==> src/rtl/packed_depth_row_unpacker_unit_defines.svh <==
// Assertion macros for the packed depth row unpacker.
`ifndef PACKED_DEPTH_ROW_UNPACKER_UNIT_DEFINES_SVH
`define PACKED_DEPTH_ROW_UNPACKER_UNIT_DEFINES_SVH

// Property that holds in the same cycle.
`define PDRU_ASSERT(lbl, clk, rst_n, prop) \
  lbl: assert property (@(posedge clk) disable iff (!rst_n) prop) \
    else $error("pdru assertion failed");

// Condition in one cycle implies a condition in the next cycle.
`define PDRU_ASSERT_NEXT(lbl, clk, rst_n, ante, cons) \
  lbl: assert property (@(posedge clk) disable iff (!rst_n) (ante) |=> (cons)) \
    else $error("pdru assertion failed");

`endif

==> src/rtl/pdru_pkg.sv <==
// Types and constants shared by the packed depth row unpacker modules.
package pdru_pkg;

  localparam int unsigned PosW  = 11;
  localparam int unsigned OffW  = 10;
  localparam int unsigned WordW = 18;

  localparam logic [7:0] PktSkipLo  = 8'd73;
  localparam logic [7:0] PktSkipHi  = 8'd146;
  localparam logic [7:0] PktBandC   = 8'd219;
  localparam logic [7:0] PktBaseC   = 8'd220;
  localparam logic [7:0] PktBaseB   = 8'd147;
  localparam logic [7:0] PktBaseA   = 8'd74;
  localparam logic [OffW-1:0] OffStep = 10'd12;
  localparam logic [OffW-1:0] OffAddB = 10'd4;
  localparam logic [OffW-1:0] OffAddA = 10'd8;
  localparam logic [PosW-1:0] PosMax  = 11'd2047;

  localparam int unsigned GroupBytes  = 22;
  localparam int unsigned SampleBytes = 11;
  localparam logic [11:0] Recip11     = 12'd2979;

  localparam logic [3:0] SubK0 = 4'd1;
  localparam logic [3:0] SubK1 = 4'd4;
  localparam logic [3:0] SubK2 = 4'd6;
  localparam logic [3:0] SubK3 = 4'd9;

  typedef struct packed {
    logic [PosW-1:0]  pos;
    logic [OffW-1:0]  off;
    logic [7:0]       row;
    logic             skip;
    logic [WordW-1:0] word;
  } cap_t;

endpackage

==> src/rtl/pdru_capture.sv <==
// Input register: byte position, held bytes, row and offset of each request.
module pdru_capture import pdru_pkg::*; (
  input  logic       clk_i,
  input  logic       rst_ni,
  input  logic       take_i,
  input  logic       adv_i,
  input  logic [7:0] packet_number_i,
  input  logic [7:0] data_byte_i,
  input  logic       packet_start_i,
  output logic       valid_o,
  output cap_t       cap_o
);

  logic [PosW-1:0] pos_q, pos_d, pos_cur;
  logic [15:0]     held_q, held_d, held_cur;
  logic [23:0]     word;
  logic [7:0]      base;
  logic            valid_q, valid_d;
  cap_t            cap_q, cap_d;

  always_comb begin
    pos_cur  = packet_start_i ? '0 : pos_q;
    held_cur = packet_start_i ? '0 : held_q;
    word     = {held_cur, data_byte_i};
    pos_d    = (pos_cur < PosMax) ? pos_cur + PosW'(1) : PosMax;
    held_d   = word[15:0];
    valid_d  = take_i ? 1'b1 : (adv_i ? 1'b0 : valid_q);

    base = packet_number_i;
    cap_d.row = packet_number_i;
    cap_d.off = '0;
    if (packet_number_i > PktBandC) begin
      base      = packet_number_i - PktBaseC;
      cap_d.off = OffW'(base) * OffStep;
      cap_d.row = packet_number_i - 8'd2;
    end else if (packet_number_i > PktSkipHi) begin
      base      = packet_number_i - PktBaseB;
      cap_d.off = OffW'(base) * OffStep + OffAddB;
      cap_d.row = packet_number_i - 8'd2;
    end else if (packet_number_i > PktSkipLo) begin
      base      = packet_number_i - PktBaseA;
      cap_d.off = OffW'(base) * OffStep + OffAddA;
      cap_d.row = packet_number_i - 8'd1;
    end else begin
      cap_d.off = OffW'(base) * OffStep;
    end
    cap_d.pos  = pos_cur;
    cap_d.skip = (packet_number_i == PktSkipLo) || (packet_number_i == PktSkipHi) ||
                 (pos_cur == PosMax);
    cap_d.word = word[WordW-1:0];
  end

  always_ff @(posedge clk_i or negedge rst_ni) begin
    if (!rst_ni) begin
      pos_q   <= '0;
      held_q  <= '0;
      valid_q <= 1'b0;
    end else begin
      valid_q <= valid_d;
      if (take_i) begin
        pos_q  <= pos_d;
        held_q <= held_d;
      end
    end
  end

  always_ff @(posedge clk_i) begin
    if (take_i) begin
      cap_q <= cap_d;
    end
  end

  assign valid_o = valid_q;
  assign cap_o   = cap_q;

endmodule

==> src/rtl/pdru_decode.sv <==
// Sample decode: place in the group, column, frame index and depth bits.
module pdru_decode import pdru_pkg::*; #(
  parameter int unsigned ROW_PIXELS     = 320,
  parameter int unsigned GROUPS_PER_ROW = 40
) (
  input  cap_t        cap_i,
  output logic        hit_o,
  output logic [16:0] pixel_index_o,
  output logic [10:0] depth_value_o
);

  localparam int unsigned Region = GROUPS_PER_ROW * GroupBytes;
  localparam int unsigned ProdW  = 8 + $clog2(ROW_PIXELS + 1);
  localparam int unsigned SumW   = (ProdW + 1 > 17) ? ProdW + 1 : 17;

  logic [PosW-1:0] r;
  logic [22:0]     prod;
  logic [7:0]      q;
  logic [PosW-1:0] q_x11;
  logic [3:0]      sub;
  logic [1:0]      k;
  logic            sub_hit;
  logic [9:0]      col;
  logic [SumW-1:0] sum;

  always_comb begin
    r     = cap_i.pos - PosW'(cap_i.off);
    prod  = 23'(r) * 23'(Recip11);
    q     = prod[22:15];
    q_x11 = PosW'(q) * PosW'(SampleBytes);
    sub   = 4'(r - q_x11);

    k             = 2'd0;
    sub_hit       = 1'b1;
    depth_value_o = cap_i.word[15:5];
    case (sub)
      SubK0: begin
        k             = 2'd0;
        depth_value_o = cap_i.word[15:5];
      end
      SubK1: begin
        k             = 2'd1;
        depth_value_o = cap_i.word[17:7];
      end
      SubK2: begin
        k             = 2'd2;
        depth_value_o = cap_i.word[11:1];
      end
      SubK3: begin
        k             = 2'd3;
        depth_value_o = cap_i.word[13:3];
      end
      default: begin
        sub_hit = 1'b0;
      end
    endcase

    col           = {q, k};
    sum           = SumW'(cap_i.row) * SumW'(ROW_PIXELS) + SumW'(col);
    pixel_index_o = sum[16:0];
    hit_o         = !cap_i.skip && (cap_i.pos >= PosW'(cap_i.off)) &&
                    (12'(r) < 12'(Region)) && sub_hit;
  end

endmodule

==> src/rtl/packed_depth_row_unpacker_unit.sv <==
// Top level of the packed depth row unpacker.
//
//  channel  dir  handshake               payload
//  s_axis   in   s_axis_tvalid/tready    tdata: packet_number, data_byte; tuser: packet_start
//  m_axis   out  m_axis_tvalid/tready    tdata: pixel_index, depth_value
//
// One byte per clock sustained while m_axis_tready does not stall a held result.
// Latency is set by the input register and the result register.
// Reset clears byte position, held bytes and both valid flags.
// A stalled result register holds; the input register refills in the same cycle
// the result register is freed.
`include "packed_depth_row_unpacker_unit_defines.svh"

module packed_depth_row_unpacker_unit import pdru_pkg::*; #(
  parameter int unsigned ROW_PIXELS     = 320,
  parameter int unsigned GROUPS_PER_ROW = 40
) (
  input  logic        clk_i,
  input  logic        rst_ni,
  input  logic        s_axis_tvalid,
  output logic        s_axis_tready,
  input  logic [15:0] s_axis_tdata,  // packet_number[7:0], data_byte[15:8]
  input  logic        s_axis_tuser,  // packet_start
  output logic        m_axis_tvalid,
  input  logic        m_axis_tready,
  output logic [31:0] m_axis_tdata   // pixel_index[16:0], depth_value[27:17], zero[31:28]
);

  logic        take, adv, cap_valid, hit;
  cap_t        cap;
  logic [16:0] pixel_index;
  logic [10:0] depth_value;
  logic        out_valid_q, out_valid_d;
  logic [16:0] pixel_index_q;
  logic [10:0] depth_value_q;

  assign adv           = !out_valid_q || m_axis_tready;
  assign s_axis_tready = !cap_valid || adv;
  assign take          = s_axis_tvalid && s_axis_tready;

  pdru_capture u_capture (
    .clk_i           (clk_i),
    .rst_ni          (rst_ni),
    .take_i          (take),
    .adv_i           (adv),
    .packet_number_i (s_axis_tdata[7:0]),
    .data_byte_i     (s_axis_tdata[15:8]),
    .packet_start_i  (s_axis_tuser),
    .valid_o         (cap_valid),
    .cap_o           (cap)
  );

  pdru_decode #(
    .ROW_PIXELS     (ROW_PIXELS),
    .GROUPS_PER_ROW (GROUPS_PER_ROW)
  ) u_decode (
    .cap_i         (cap),
    .hit_o         (hit),
    .pixel_index_o (pixel_index),
    .depth_value_o (depth_value)
  );

  always_comb begin
    out_valid_d = out_valid_q;
    if (cap_valid && adv) begin
      out_valid_d = hit;
    end else if (m_axis_tready) begin
      out_valid_d = 1'b0;
    end
  end

  always_ff @(posedge clk_i or negedge rst_ni) begin
    if (!rst_ni) begin
      out_valid_q <= 1'b0;
    end else begin
      out_valid_q <= out_valid_d;
    end
  end

  always_ff @(posedge clk_i) begin
    if (cap_valid && adv && hit) begin
      pixel_index_q <= pixel_index;
      depth_value_q <= depth_value;
    end
  end

  assign m_axis_tvalid = out_valid_q;
  assign m_axis_tdata  = {4'b0, depth_value_q, pixel_index_q};

  `PDRU_ASSERT(a_ready_only_when_full, clk_i, rst_ni, !s_axis_tready |-> cap_valid)
  `PDRU_ASSERT_NEXT(a_miss_gives_nothing, clk_i, rst_ni, cap_valid && adv && !hit,
                    !m_axis_tvalid)
  `PDRU_ASSERT_NEXT(a_start_restarts, clk_i, rst_ni, take && s_axis_tuser,
                    cap.pos == '0)

endmodule
==> config.mk <==
export PLATFORM = sky130hd
export DESIGN_NAME = packed_depth_row_unpacker_unit
export DESIGN_NICKNAME = d
export VERILOG_FILES = /design/src/rtl/pdru_pkg.sv /design/src/rtl/pdru_capture.sv /design/src/rtl/pdru_decode.sv /design/src/rtl/packed_depth_row_unpacker_unit.sv
export VERILOG_INCLUDE_DIRS = /design/src /design/src/rtl
export SDC_FILE = /design/constraint.sdc
export NUM_CORES = 1
export LEC_CHECK = 0
export BUFFER_PORTS_ARGS = -buffer_cell sky130_fd_sc_hd__buf_2
export CORE_UTILIZATION = 50
export DETAILED_ROUTE_END_ITERATION = 10
export PLACE_DENSITY = 0.68
export SETUP_SLACK_MARGIN = 0.3
export SYNTH_ARGS = -nofsm -noshare
export SYNTH_HDL_FRONTEND = slang
export SYNTH_SLANG_ARGS = --single-unit
export TNS_END_PERCENT = 1
==> constraint.sdc <==
create_clock -name clk_i -period 13.75 [get_ports clk_i]
set_input_delay 3.4375 -clock clk_i [delete_from_list [all_inputs] [get_ports clk_i]]
set_output_delay 3.4375 -clock clk_i [all_outputs]
set_load 0.005 [all_outputs]
* Word-level counts from Yosys, hierarchy flattened *
Index checks and enable logic that the tools add are counted.

operators by class
  $add $sub $neg = 11
  multipliers = 7
  order comparisons = 6
  equality and inequality tests = 7
  multiplexer cells = 14
  reductions and logical operators = 16

operator list
  operator                count
  $mux 18                 2
  $pmux 11 s3             1
  $mul 8x2->8 const B     4
  $mul 11x12->23 const B  1
  $mux 11                 2
  $add 17x10->17          1
  $gt 8x8->1 const B      2
  $mux 8                  2
  $sub 8x8->8 const B     2
  $add 11x1->11 const B   1
  $eq 11x11->1 const B    1
  $ge 11x10->1            1
  $lt 11x10->1 const B    1
  $lt 11x11->1 const B    1
  $mul 8x3->11 const B    1
  $sub 11x10->11          1
  $add 10x3->10 const B   1
  $add 10x4->10 const B   1
  $mux 10                 1
  $eq 4x3->1 const B      2
  $eq 8x7->1 const B      1
  $eq 8x8->1 const B      1
  $gt 8x7->1 const B      1
  $mul 8x4->4 const B     1
  13 further kinds        28

storage, ports and cells
  bits in registers = 99
  output and inout bits = 34
  word-level logic and storage cells = 74

* Depth between registers and ports, before layout *
Gate-level depths: netlist of the first run.

  depth in word-level cells = 9
  gate-level depth with buffers = 40
  mapped depth without buffers = 39

* Hierarchy *
From an unflattened synthesis of the first run, not the netlist that was laid out.

second synthesis, totals
  cell total of the unflattened synthesis = 957
  area total of the unflattened synthesis = 9584.2 um^2

modules (own cells, without submodules)
  module                          instances  cells each  area an instance (um^2)
  pdru_capture                    1          459         4672.0
  pdru_decode                     1          457         3966.3
  packed_depth_row_unpacker_unit  1          41          945.9

* Worst setup path before layout of the first run *
No wires, ideal clock.

  path kind = reg2reg
  start = register u_capture.cap_q, in the netlist u_capture.cap_o[40]
  end = register depth_value_q[0] (enable)
  library setup time = 448 ps
  arrival time = 9939 ps
  required time = 13302 ps
  slack = 3363 ps
  cell stages (with the launch flop) = 37
  buffers on the path = 0
  clock period less this slack = 10387 ps
  cell sequence = edfxtp_1 ha_1 nor2b_1 o21ai_0 a21boi_0 o21ai_0 a21boi_0 o21a_1 or3_1 nand2_1 ha_1 fa_1 inv_1 ha_1 fa_1 inv_1 fa_1 inv_1 ha_1 and2_1 o2111a_1 o21ai_4 a21bo_4 nor4_4 inv_1 ha_1 inv_1 fa_1 inv_1 ha_1 a21o_1 a21oi_1 xnor2_1 xnor3_2 xor2_2 a2bb2oi_1 nor3_1

on the way
  cells in the longest elaborated chain, start to end = 9
  elaborated cells on any way between the ends = 16
  classes of those cells = add/sub (2); mul (2); order compare (2); eq/ne (4); mux (1); reduce/logical (5)

RTL lines
  what                                line                                  RTL
  from (decl)                         pdru_capture.sv:19                    cap_t cap_q, cap_d;
  from (signal assigned)              pdru_capture.sv:69                    cap_q <= cap_d;
  $sub 11x10->11                      pdru_decode.sv:27                     r = cap_i.pos - PosW'(cap_i.off);
  $mul 11x12->23                      pdru_decode.sv:28                     prod = 23'(r) * 23'(Recip11);
  $mul 8x4->4                         pdru_decode.sv:30                     q_x11 = PosW'(q) * PosW'(SampleBytes);
  $sub 4x4->4                         pdru_decode.sv:31                     sub = 4'(r - q_x11);
  $eq 4x1->1 (tied with other cells)  pdru_decode.sv:36                     case (sub)
  $reduce_or 4->1 (no line)           --
  $mux 1                              pdru_decode.sv:36
  $logic_and 1x1->1 (*)               pdru_decode.sv:62                     (12'(r) < 12'(Region)) && sub_hit;
  $logic_and 1x1->1 (*)               packed_depth_row_unpacker_unit.sv:81  if (cap_valid && adv && hit) begin
  to (signal assigned)                packed_depth_row_unpacker_unit.sv:83  depth_value_q <= depth_value;
  to (decl)                           packed_depth_row_unpacker_unit.sv:35  logic [10:0] depth_value_q;

Every way passes the cells marked *; elsewhere a longest branch is shown, timed or not.
A chain may end at the register's enable or synchronous reset.

* Worst setup path in the final report of the first run *
  start = register u_capture.cap_q, in the netlist u_capture.cap_o[40]
  end = register depth_value_q[0] (data pin)

on the way
  cells in the longest elaborated chain, start to end = 6
  elaborated cells on any way between the ends = 8
  classes of those cells = add/sub (2); mul (2); eq/ne (3); mux (1)

RTL lines
  what                                      line                                  RTL
  $sub 11x10->11 (*)                        pdru_decode.sv:27
  $mul 11x12->23                            pdru_decode.sv:28
  $mul 8x4->4                               pdru_decode.sv:30
  $sub 4x4->4 (*)                           pdru_decode.sv:31
  $eq 4x4->1 or $eq 4x3->1 (tied branches)  pdru_decode.sv:36
  $pmux 11 s3 (*)                           pdru_decode.sv:36
  via depth_value[0]                        packed_depth_row_unpacker_unit.sv:32  logic [10:0] depth_value;

The timed path passes the listed nets; every way through them passes the cells marked *.

==> reports/metrics.csv, run 1 <==
metric,value,unit
antenna_found_initial,0,
finalCritPeriodShare,0.709,
grt_pass1_wl,30800,um
drcViolationCount,0,
synth_top_flop_cell,edfxtp_1,
synthDistinctLibCells,75,
grt_start_max_net_pins,54,
start_util,0.512,
drv_slew,0,
netlist_instances,949,
path_class,reg -> reg,
max-cap-violations,0,
endpoint_kind,flop,
cts_root_buf,clkbuf_16,
min_from,u_capture.held_q[2],
skew,14.3,ps
timing.fmax,103,MHz
firstDrtPassIters,7,
finalSetupViolCount,0,
max_slew_margin,0.273,
wl,18500,um
start_kind,flop,
hold_buffers,0,
status,finished clean,
rr_startpoint,u_capture.cap_o[40],
cp_slowest_stage_delay,790,ps
fill_cells,1625,
synthTopCellsByCount,"ha_1 (138), inv_1 (138), edfxtp_1 (73), xnor2_1 (63), nand2_1 (61)",
synth_top_area_frac,0.237,
h-tree-depth,3,
antenna_cells,0,
io_buffers,50,
whs,476,ps
rsz0062_at_grt,no,
drtIter0Drc,375,
cts_setup_buffers,0,
row_count,49,
cts.clk_slew.worst_paths,80,ps
cts_made_buffers,9,
drive_above_1_share,0.0884,
finalCriticalPeriod,9740,ps
cpMaxStageDelayCell,xor2_1,
wl_per_cell,15.1,um
fin_tns_setup,0,ps
crit_path_max_fanout,15,
clock_sinks,96,
dp_hpwl,14900,um
tritoncts,built,
async_flop_share,0.240,
cts_resized,0,
nets,1190,
whs_endpoint,u_capture.held_q[2],
die-height,138,um
worst_pin_slew,1080,ps
postRouteAntennaNets,0,
report.final.hold_viol_count,0,
cts_buffer_depth,2,
holdPathStages,2,
io_pins,55,
dieArea,19000,um^2
syn_area_per_cell,9.73,um^2
grt_util_all_layers,0.210,
grt_pass1_vias,6288,
rr_worst_depth,30,
ys_seq_area_frac,0.300,
synth_area,9230,um^2
via_per_inst,5.37,
core_area,18000,um^2
ys_seq_elements,96,
gp_congestion,0.922,
clkLatencyLatePin,360,ps
route.vias.total,6572,
synth_top_area_cell,edfxtp_1,
yosysWarnings,0,
cp_common_cell,fa_1,
ys_top_cells_by_area,"edfxtp_1 (24%), ha_1 (19%), fa_1 (8.9%)",
cp.required,13900,ps
synth_edf_count,73,
die_x,138,um
timing.rr.end,depth_value_q[0],
rrSetupSlack,4010,ps
gr-total-overflow,0,
hold_path_class,reg -> reg,
syn_to_final_growth,7.94,%
arrival,9890,ps
[critical path, delay by kind of cell (launching register included)]
| kind | cells | cell delay, ps |
|---|---|---|
| XOR/XNOR | 1 | 790 |
| buffers and inverters | 3 | 230 |
| AND/OR/NAND/NOR | 6 | 1890 |
| flip-flops | 1 | 430 |
| AO/OA/AOI/OAI | 10 | 2160 |
| adder cells (fa/ha/maj) | 10 | 4040 |
[sequential cells by signal, indices dropped and copies added, names as in the netlist]
name and cells:
depth_value_q 11, m_axis_tvalid 1, u_capture.cap_o 45, u_capture.held_q 10, u_capture.valid_o 1, u_capture.pos_q 11
pixel_index_q 17
[layout by cell type (no fill, tap or decap), drive strengths merged, types with 6 or more instances in the layout]
master	synthesis	layout
a21o	12	12
a21oi	60	60
a311oi	12	12
a31oi	6	6
and2	6	6
and3	9	9
buf	11	54
clkbuf	12	9
dfrtp	23	23
edfxtp	73	73
fa	41	41
ha	138	138
inv	138	141
nand2	61	61
nand2b	8	8
nand3	15	15
nand4	7	7
nor2	52	52
nor2b	25	25
nor3	24	24
nor4	13	13
o21a	7	7
o21ai	35	35
o21bai	8	8
xnor2	64	64
xor2	28	28
[final cells by class]
type,instances,area (um^2),share of cell area
multi-input combinational,690,5800,0.582
sequential,96,2770,0.278
inverter,139,522,0.0523
tap,229,287,0.0287
timing repair buffer,54,280,0.0281
clock buffer,9,225,0.0226
clock inverter,7,87.6,0.00879
[cells by family (layout without fill, tap and decap cells)]
group,after synthesis,after routing,synth area share
xor gates and xnor gates,93,93,0.0915
muxes,6,6,0.00678
other,1,4,0.000406
adders and majority gates,179,179,0.276
AOI/OAI and AO/OA,173,173,0.124
DFF,96,96,0.300
buffers and inverters,166,209,0.0741
and+or+nand+nor,235,235,0.128
[how the worst max path moves through the flow]
stage / start / endpoint / slack, ps / cells after the start
after global routing: u_capture.cap_o[39] / depth_value_q[0] / 3310 / 32
final: u_capture.cap_o[40] / depth_value_q[0] / 4010 / 30
after global placement: u_capture.cap_o[40] / pixel_index_q[16] / 4250 / 33
after floorplan: u_capture.cap_o[40] / depth_value_q[0] / 3360 / 36
after detailed placement: u_capture.cap_o[40] / pixel_index_q[16] / 4110 / 31
after CTS: u_capture.cap_o[40] / pixel_index_q[8] / 4080 / 33
[per-layer routing]
metal  part of all wire  global-route usage  wire (um)  vias up
met2               0.46               0.325       8440      111
met1               0.49               0.303       9130     3081
li1                   -                   -          -     3354
met3              0.031              0.0249        583       26
met4              0.020              0.0719        366        0
met5                  0                   0          0        -
[metrics by stage]
step,cell area (um^2),instances,utilization,setup slack [ps]
4_1_cts,9970,1224,0.553,4080
3_3_place_gp,9650,1208,0.536,4250
5_1_grt,9970,1224,0.553,3310
6_report,9970,1224,0.553,4010
3_5_place_dp,9650,1208,0.536,4110
2_1_floorplan,9250,952,-,3360
Power of run 1 is left out: the tool's default activity adds up to more than one toggle a clock period on the data nets, which glitch-free logic cannot reach.
==> run 2, diff against run 1 <==
==> constraint.sdc (replaced) <==
create_clock -name clk_i -period 9.89 [get_ports clk_i]
set_input_delay 2.4725 -clock clk_i [delete_from_list [all_inputs] [get_ports clk_i]]
set_output_delay 2.4725 -clock clk_i [all_outputs]
set_load 0.005 [all_outputs]
==> run 2 against run 1 <==
  * Via count up 2.1%
  * Highest routed layer unchanged
  * First-iteration DRC count up 15%
  * Sequential share of layout area fell by 0.48 points
  * Flip-flop and latch count unchanged
  * Final area rose by 1.8%
  * Critical endpoint is now depth_value_q[7]
  * Die area is the same
  * Global-route usage is 0.067 points higher
  * Maximum frequency rose by 6.7%
  * Critical path type unchanged
  * Clock skew shrank 3.7 ps
  * Wire length is 2.9% higher
==> reports/metrics.csv, run 2 (synthesis results as in run 1) <==
metric,value,unit,change
status,finished clean,,
drtIter0Drc,430,,+15%
row_count,49,,unchanged
cp_slowest_stage_delay,560,ps,-230 ps
dieArea,19000,um^2,unchanged
cts_buffer_depth,2,,unchanged
drcViolationCount,0,,unchanged
endpoint,depth_value_q[7],,
die-height,138,um,unchanged
final_common_cell,ha_1,,
grt_pass1_vias,6375,,+1.4%
cts_made_buffers,9,,unchanged
antenna_cells,0,,unchanged
hold_buffers,0,,unchanged
cp.required,10070,ps,-3830 ps
cts.clk_slew.worst_paths,80,ps,about the same
start_util,0.512,,unchanged
gr-total-overflow,0,,unchanged
max-cap-violations,0,,unchanged
worst_pin_slew,1320,ps,+239 ps
rr_worst_depth,39,,+30%
grt_util_all_layers,0.211,,+0.000668
path_class,reg -> reg,,
max_slew_margin,0.113,,-0.161
wl,19100,um,+2.9%
worst_slack,757,ps,-3250 ps
core_area,18000,um^2,unchanged
fin_tns_setup,0,ps,unchanged
antenna_found_initial,0,,unchanged
most-common-layout-cells,"ha_1 (138), inv_1 (135), edfxtp_1 (73)",,
clock_sinks,96,,unchanged
endpoint_kind,flop,,
rr_startpoint,u_capture.cap_o[39],,
timing.fmax,109,MHz,+6.7%
postRouteAntennaNets,0,,unchanged
nets,1205,,+1.3%
die_x,138,um,unchanged
cpMaxStageDelayCell,fa_1,,
timing.rr.end,depth_value_q[7],,
detailedPlace.worstSlack,44.4,ps,-4060 ps
via_per_inst,5.42,,+0.91%
firstDrtPassIters,5,,-2
path_depth,39,,+30%
tritoncts,built,,
arrival,9320,ps,-570 ps
h-tree-depth,3,,unchanged
cts_root_buf,clkbuf_16,,
report.final.hold_viol_count,0,,unchanged
syn_to_final_growth,9.84,%,
hold_path_class,reg -> reg,,
setup.worst_path.start,u_capture.cap_o[39],,
dp_hpwl,14900,um,about the same
io_pins,55,,unchanged
start_kind,flop,,
rrSetupSlack,760,ps,-3250 ps
cp_common_cell,inv_1,,
finalCriticalPeriod,9130,ps,-610 ps
gp_congestion,0.885,,-4.0%
finalCritPeriodShare,0.923,,+0.215
skew,10.6,ps,-3.73 ps
route.vias.total,6713,,+2.1%
clkLatencyLatePin,360,ps,about the same
wl_per_cell,15.4,um,+1.7%
io_buffers,50,,unchanged
grt_start_max_net_pins,47,,-13%
critical-path-top-delay-family,adder cells,,
finalSetupViolCount,0,,unchanged
drive_above_1_share,0.115,,+0.0264
cp.buffers_inverters,9,,+6
drv_slew,0,,unchanged
largest_reg_flops,45,,unchanged
rsz0062_at_grt,yes,,
crit_path_max_fanout,14,,-1
grt_pass1_wl,31000,um,+0.45%
[run 2: cell count changes in the layout (fill, tap and decap cells not counted), sizes merged]
cell      change
inv           +1
buf          +14
or3           +1
clkinvlp      -1
[run 2: area by class of cell]
class,instances,area (um^2)
clock inverter,7,81.3
multi-input combinational,691,5870
clock buffer,9,225
inverter,139,522
fill,1626,7880
sequential,96,2770
tap,229,287
timing repair buffer,68,385
[run 2: how the worst min path moves through the flow]
stage	end	cells after the start	startpoint
final	u_capture.held_q[6]	2	u_capture.held_q[6]
after detailed placement	u_capture.held_q[0]	2	u_capture.held_q[0]
after global placement	u_capture.held_q[0]	2	u_capture.held_q[0]
after CTS	u_capture.held_q[0]	2	u_capture.held_q[0]
after floorplan	u_capture.held_q[0]	2	u_capture.held_q[0]
after global routing	u_capture.held_q[4]	2	u_capture.held_q[4]
[run 2: through the flow]
step / hold slack (ps) / cells / utilization / area (um^2)
floorplan: 438 / 952 / - / 9250
global placement: 450 / 1218 / 0.540 / 9740
detailed placement: 456 / 1218 / 0.540 / 9740
CTS: 475 / 1236 / 0.558 / 10100
global route: 502 / 1239 / 0.563 / 10100
finish: 476 / 1239 / 0.563 / 10100
[run 2: per-layer routing]
layer,track usage,part of all wire,up-vias
met2,0.331,0.45,129
met5,0,0,-
li1,-,-,3376
met4,0.0580,0.018,0
met3,0.0241,0.037,26
met1,0.306,0.49,3182
[run 2: worst reg2reg max path: cells and delay by family, from the launching register on]
| family | cells | cell delay, ps |
|---|---|---|
| AOI/OAI and AO/OA | 10 | 1810 |
| xor gates and xnor gates | 4 | 910 |
| adders and majority gates | 11 | 4140 |
| buffers and inverters | 9 | 670 |
| DFF | 1 | 380 |
| and+or+nand+nor | 5 | 1060 |
[run 2: repair_timing]
action / in CTS / in global routing
setup endpoints to repair: 28 / 41
setup buffers: 2 / 2
pin swaps: 1 / 9
cloned: 0 / 1
gates resized for setup: 0 / 17
hold endpoints to repair: 0 / 0
Power of run 2 is left out for the same reason.
==> run 3, diff against run 2 <==
--- a/config.mk
+++ b/config.mk
@@ -6,10 +6,11 @@
 export SDC_FILE = /design/constraint.sdc
 export NUM_CORES = 1
 export LEC_CHECK = 0
+export ABC_AREA = 1
 export BUFFER_PORTS_ARGS = -buffer_cell sky130_fd_sc_hd__buf_2
-export CORE_UTILIZATION = 50
+export CAP_MARGIN = 20
+export CORE_UTILIZATION = 40
 export DETAILED_ROUTE_END_ITERATION = 10
-export PLACE_DENSITY = 0.68
 export SETUP_SLACK_MARGIN = 0.3
 export SYNTH_ARGS = -nofsm -noshare
 export SYNTH_HDL_FRONTEND = slang
==> run 3 against run 2 <==
  * Core utilization fell by 12 points
  * Flip-flop and latch count unchanged
  * First-iteration DRC count fell by 16%
  * Maximum frequency up 5.7%
  * Critical path depth increased by 6
  * Largest cell class unchanged
  * Highest routed layer unchanged
==> reports/metrics.csv, run 3 <==
metric,value,unit,change
core_area,23400,um^2,+30%
clock_sinks,96,,unchanged
most-common-layout-cells,"inv_1 (229), nand2_1 (174), ha_1 (138)",,
synth_edf_count,73,,unchanged
cts.clk_slew.worst_paths,70,ps,about the same
report.final.hold_viol_count,0,,unchanged
finalSetupViolCount,0,,unchanged
max_slew_margin,0.443,,+0.330
postRouteAntennaNets,0,,unchanged
whs,516,ps,+39.8 ps
crit_path_max_fanout,17,,+3
cts_resized,0,,unchanged
worst_pin_slew,832,ps,-489 ps
rsz0062_at_grt,no,,
synth.most_common_cell,inv_1,,
tritoncts,built,,
drcViolationCount,0,,unchanged
ys_top_cells_by_area,"edfxtp_1 (23%), ha_1 (18%), inv_1 (9.1%)",,
grt_start_max_net_pins,39,,-17%
fin_tns_setup,0,ps,unchanged
syn_area_per_cell,8.49,um^2,-13%
start_util,0.406,,-0.106
drive_above_1_share,0.106,,-0.00896
io_buffers,50,,unchanged
fin_util,0.444,,-0.119
status,finished clean,,
cp_slowest_stage_delay,550,ps,about the same
start_kind,flop,,
gp_congestion,0.869,,-1.9%
path_class,reg -> reg,,
synthTopCellsByCount,"inv_1 (230), nand2_1 (174), ha_1 (138), nor2_1 (91), edfxtp_1 (73)",,
rrSetupSlack,1250,ps,+490 ps
largest_reg_flops,45,,unchanged
ys_seq_area_frac,0.291,,-0.00852
ys_seq_elements,96,,unchanged
nets,1366,,+13%
synth_top_area_cell,edfxtp_1,,
syn_to_final_growth,9.32,%,
cp.buffers_inverters,13,,+4
rr_worst_depth,45,,+15%
cpMaxStageDelayCell,fa_1,,
cts_root_buf,clkbuf_16,,
async_flop_share,0.240,,unchanged
synth_top_flop_cell,edfxtp_1,,
hold_buffers,0,,unchanged
dp_hpwl,15900,um,+6.6%
min_from,u_capture.pos_q[10],,
grt_pass1_wl,33300,um,+7.3%
detailedPlace.worstSlack,949,ps,+905 ps
row_count,56,,+14%
endpoint_kind,flop,,
dieArea,24400,um^2,+28%
grt_util_all_layers,0.171,,-0.0399
drtIter0Drc,363,,-16%
antenna_cells,0,,unchanged
gr-total-overflow,0,,unchanged
die-height,156,um,+13%
whs_endpoint,u_capture.pos_q[10],,
finalCriticalPeriod,8640,ps,-495 ps
h-tree-depth,3,,unchanged
hold_path_class,reg -> reg,,
grt_use_met2,0.271,,-0.0596
grt-busiest-layer,met2,,
grt_pass1_vias,6824,,+7.0%
firstDrtPassIters,5,,unchanged
synthDistinctLibCells,54,,-28%
critical-path-top-delay-family,adder cells,,
cts_made_buffers,9,,unchanged
netlist_instances,1119,,+18%
timing.rr.end,depth_value_q[9],,
die_x,156,um,+13%
rr_startpoint,u_capture.cap_o[39],,
holdPathStages,2,,unchanged
cts_setup_buffers,0,,-2
final_common_cell,inv_1,,
clkLatencyLatePin,360,ps,about the same
max-cap-violations,0,,unchanged
drv_slew,0,,unchanged
route.vias.total,7022,,+4.6%
cp.required,9930,ps,-140 ps
worst_slack,1250,ps,+495 ps
via_per_inst,4.71,,-13%
antenna_found_initial,0,,unchanged
arrival,8680,ps,-640 ps
timing.fmax,116,MHz,+5.7%
finalCritPeriodShare,0.873,,-0.0500
cp_common_cell,inv_1,,
synth_area,9500,um^2,+2.9%
synth_top_area_frac,0.231,,-0.00675
wl_per_cell,13.1,um,-15%
wl,19600,um,+2.8%
skew,12.5,ps,+1.94 ps
io_pins,55,,unchanged
yosysWarnings,0,,unchanged
cts_buffer_depth,2,,unchanged
grt_use_met1,0.246,,-0.0603
gr-usage-met3,0.0203,,-0.00385
run 3: changes by cell type after synthesis, sizes merged, moves of 12 or more:
cell    change
nand2     +127
inv        +96
xnor2      -45
nor2       +42
nand3      +41
xor2       +26
nor2b      -25
nor3       -18
a311oi     -12
run 3: layout make-up:
type | count | area (um^2)
Clock buffer | 9 | 225
Clock inverter | 7 | 88.8
Fill cell | 2351 | 13000
Inverter | 236 | 888
Multi-Input combinational cell | 769 | 5740
Sequential cell | 96 | 2770
Tap cell | 319 | 399
Timing Repair Buffer | 54 | 278
run 3: cell families after synthesis:
| group | count (synthesis) | synth area share |
|---|---|---|
| other | 1 | 0.000395 |
| buffers and inverters | 257 | 0.107 |
| XOR/XNOR | 73 | 0.0673 |
| flip-flops | 96 | 0.291 |
| adder cells (fa/ha/maj) | 179 | 0.268 |
| AO/OA/AOI/OAI | 133 | 0.0811 |
| AND/OR/NAND/NOR | 380 | 0.185 |
run 3: metal layers:
metal	up-vias	share of wire
li1	3675	-
met1	3240	0.50
met2	90	0.46
met3	17	0.025
met4	0	0.016
met5	-	0
run 3: per-stage QoR:
step | instance area [um^2] | cells
3_5_place_dp | 10100 | 1473
2_1_floorplan | 9520 | 1122
4_1_cts | 10400 | 1489
6_report | 10400 | 1490
5_1_grt | 10400 | 1490
3_3_place_gp | 10100 | 1473
run 3: worst min-delay path, stage by stage, from the launching register on:
cell     delay (ps)
dfrtp_1         330
inv_1            50
a21oi_1         110
run 3: how the worst max path moves through the flow:
stage	start	to	slack, ps	cells after the start
detailed placement	u_capture.cap_o[39]	depth_value_q[0]	950	38
CTS	u_capture.cap_o[39]	depth_value_q[0]	930	38
finish	u_capture.cap_o[39]	depth_value_q[9]	1250	45
floorplan	u_capture.cap_o[39]	depth_value_q[0]	1240	38
global placement	u_capture.cap_o[39]	pixel_index_q[2]	1160	45
global route	u_capture.cap_o[39]	depth_value_q[10]	500	45
Power of run 3 is left out for the same reason.
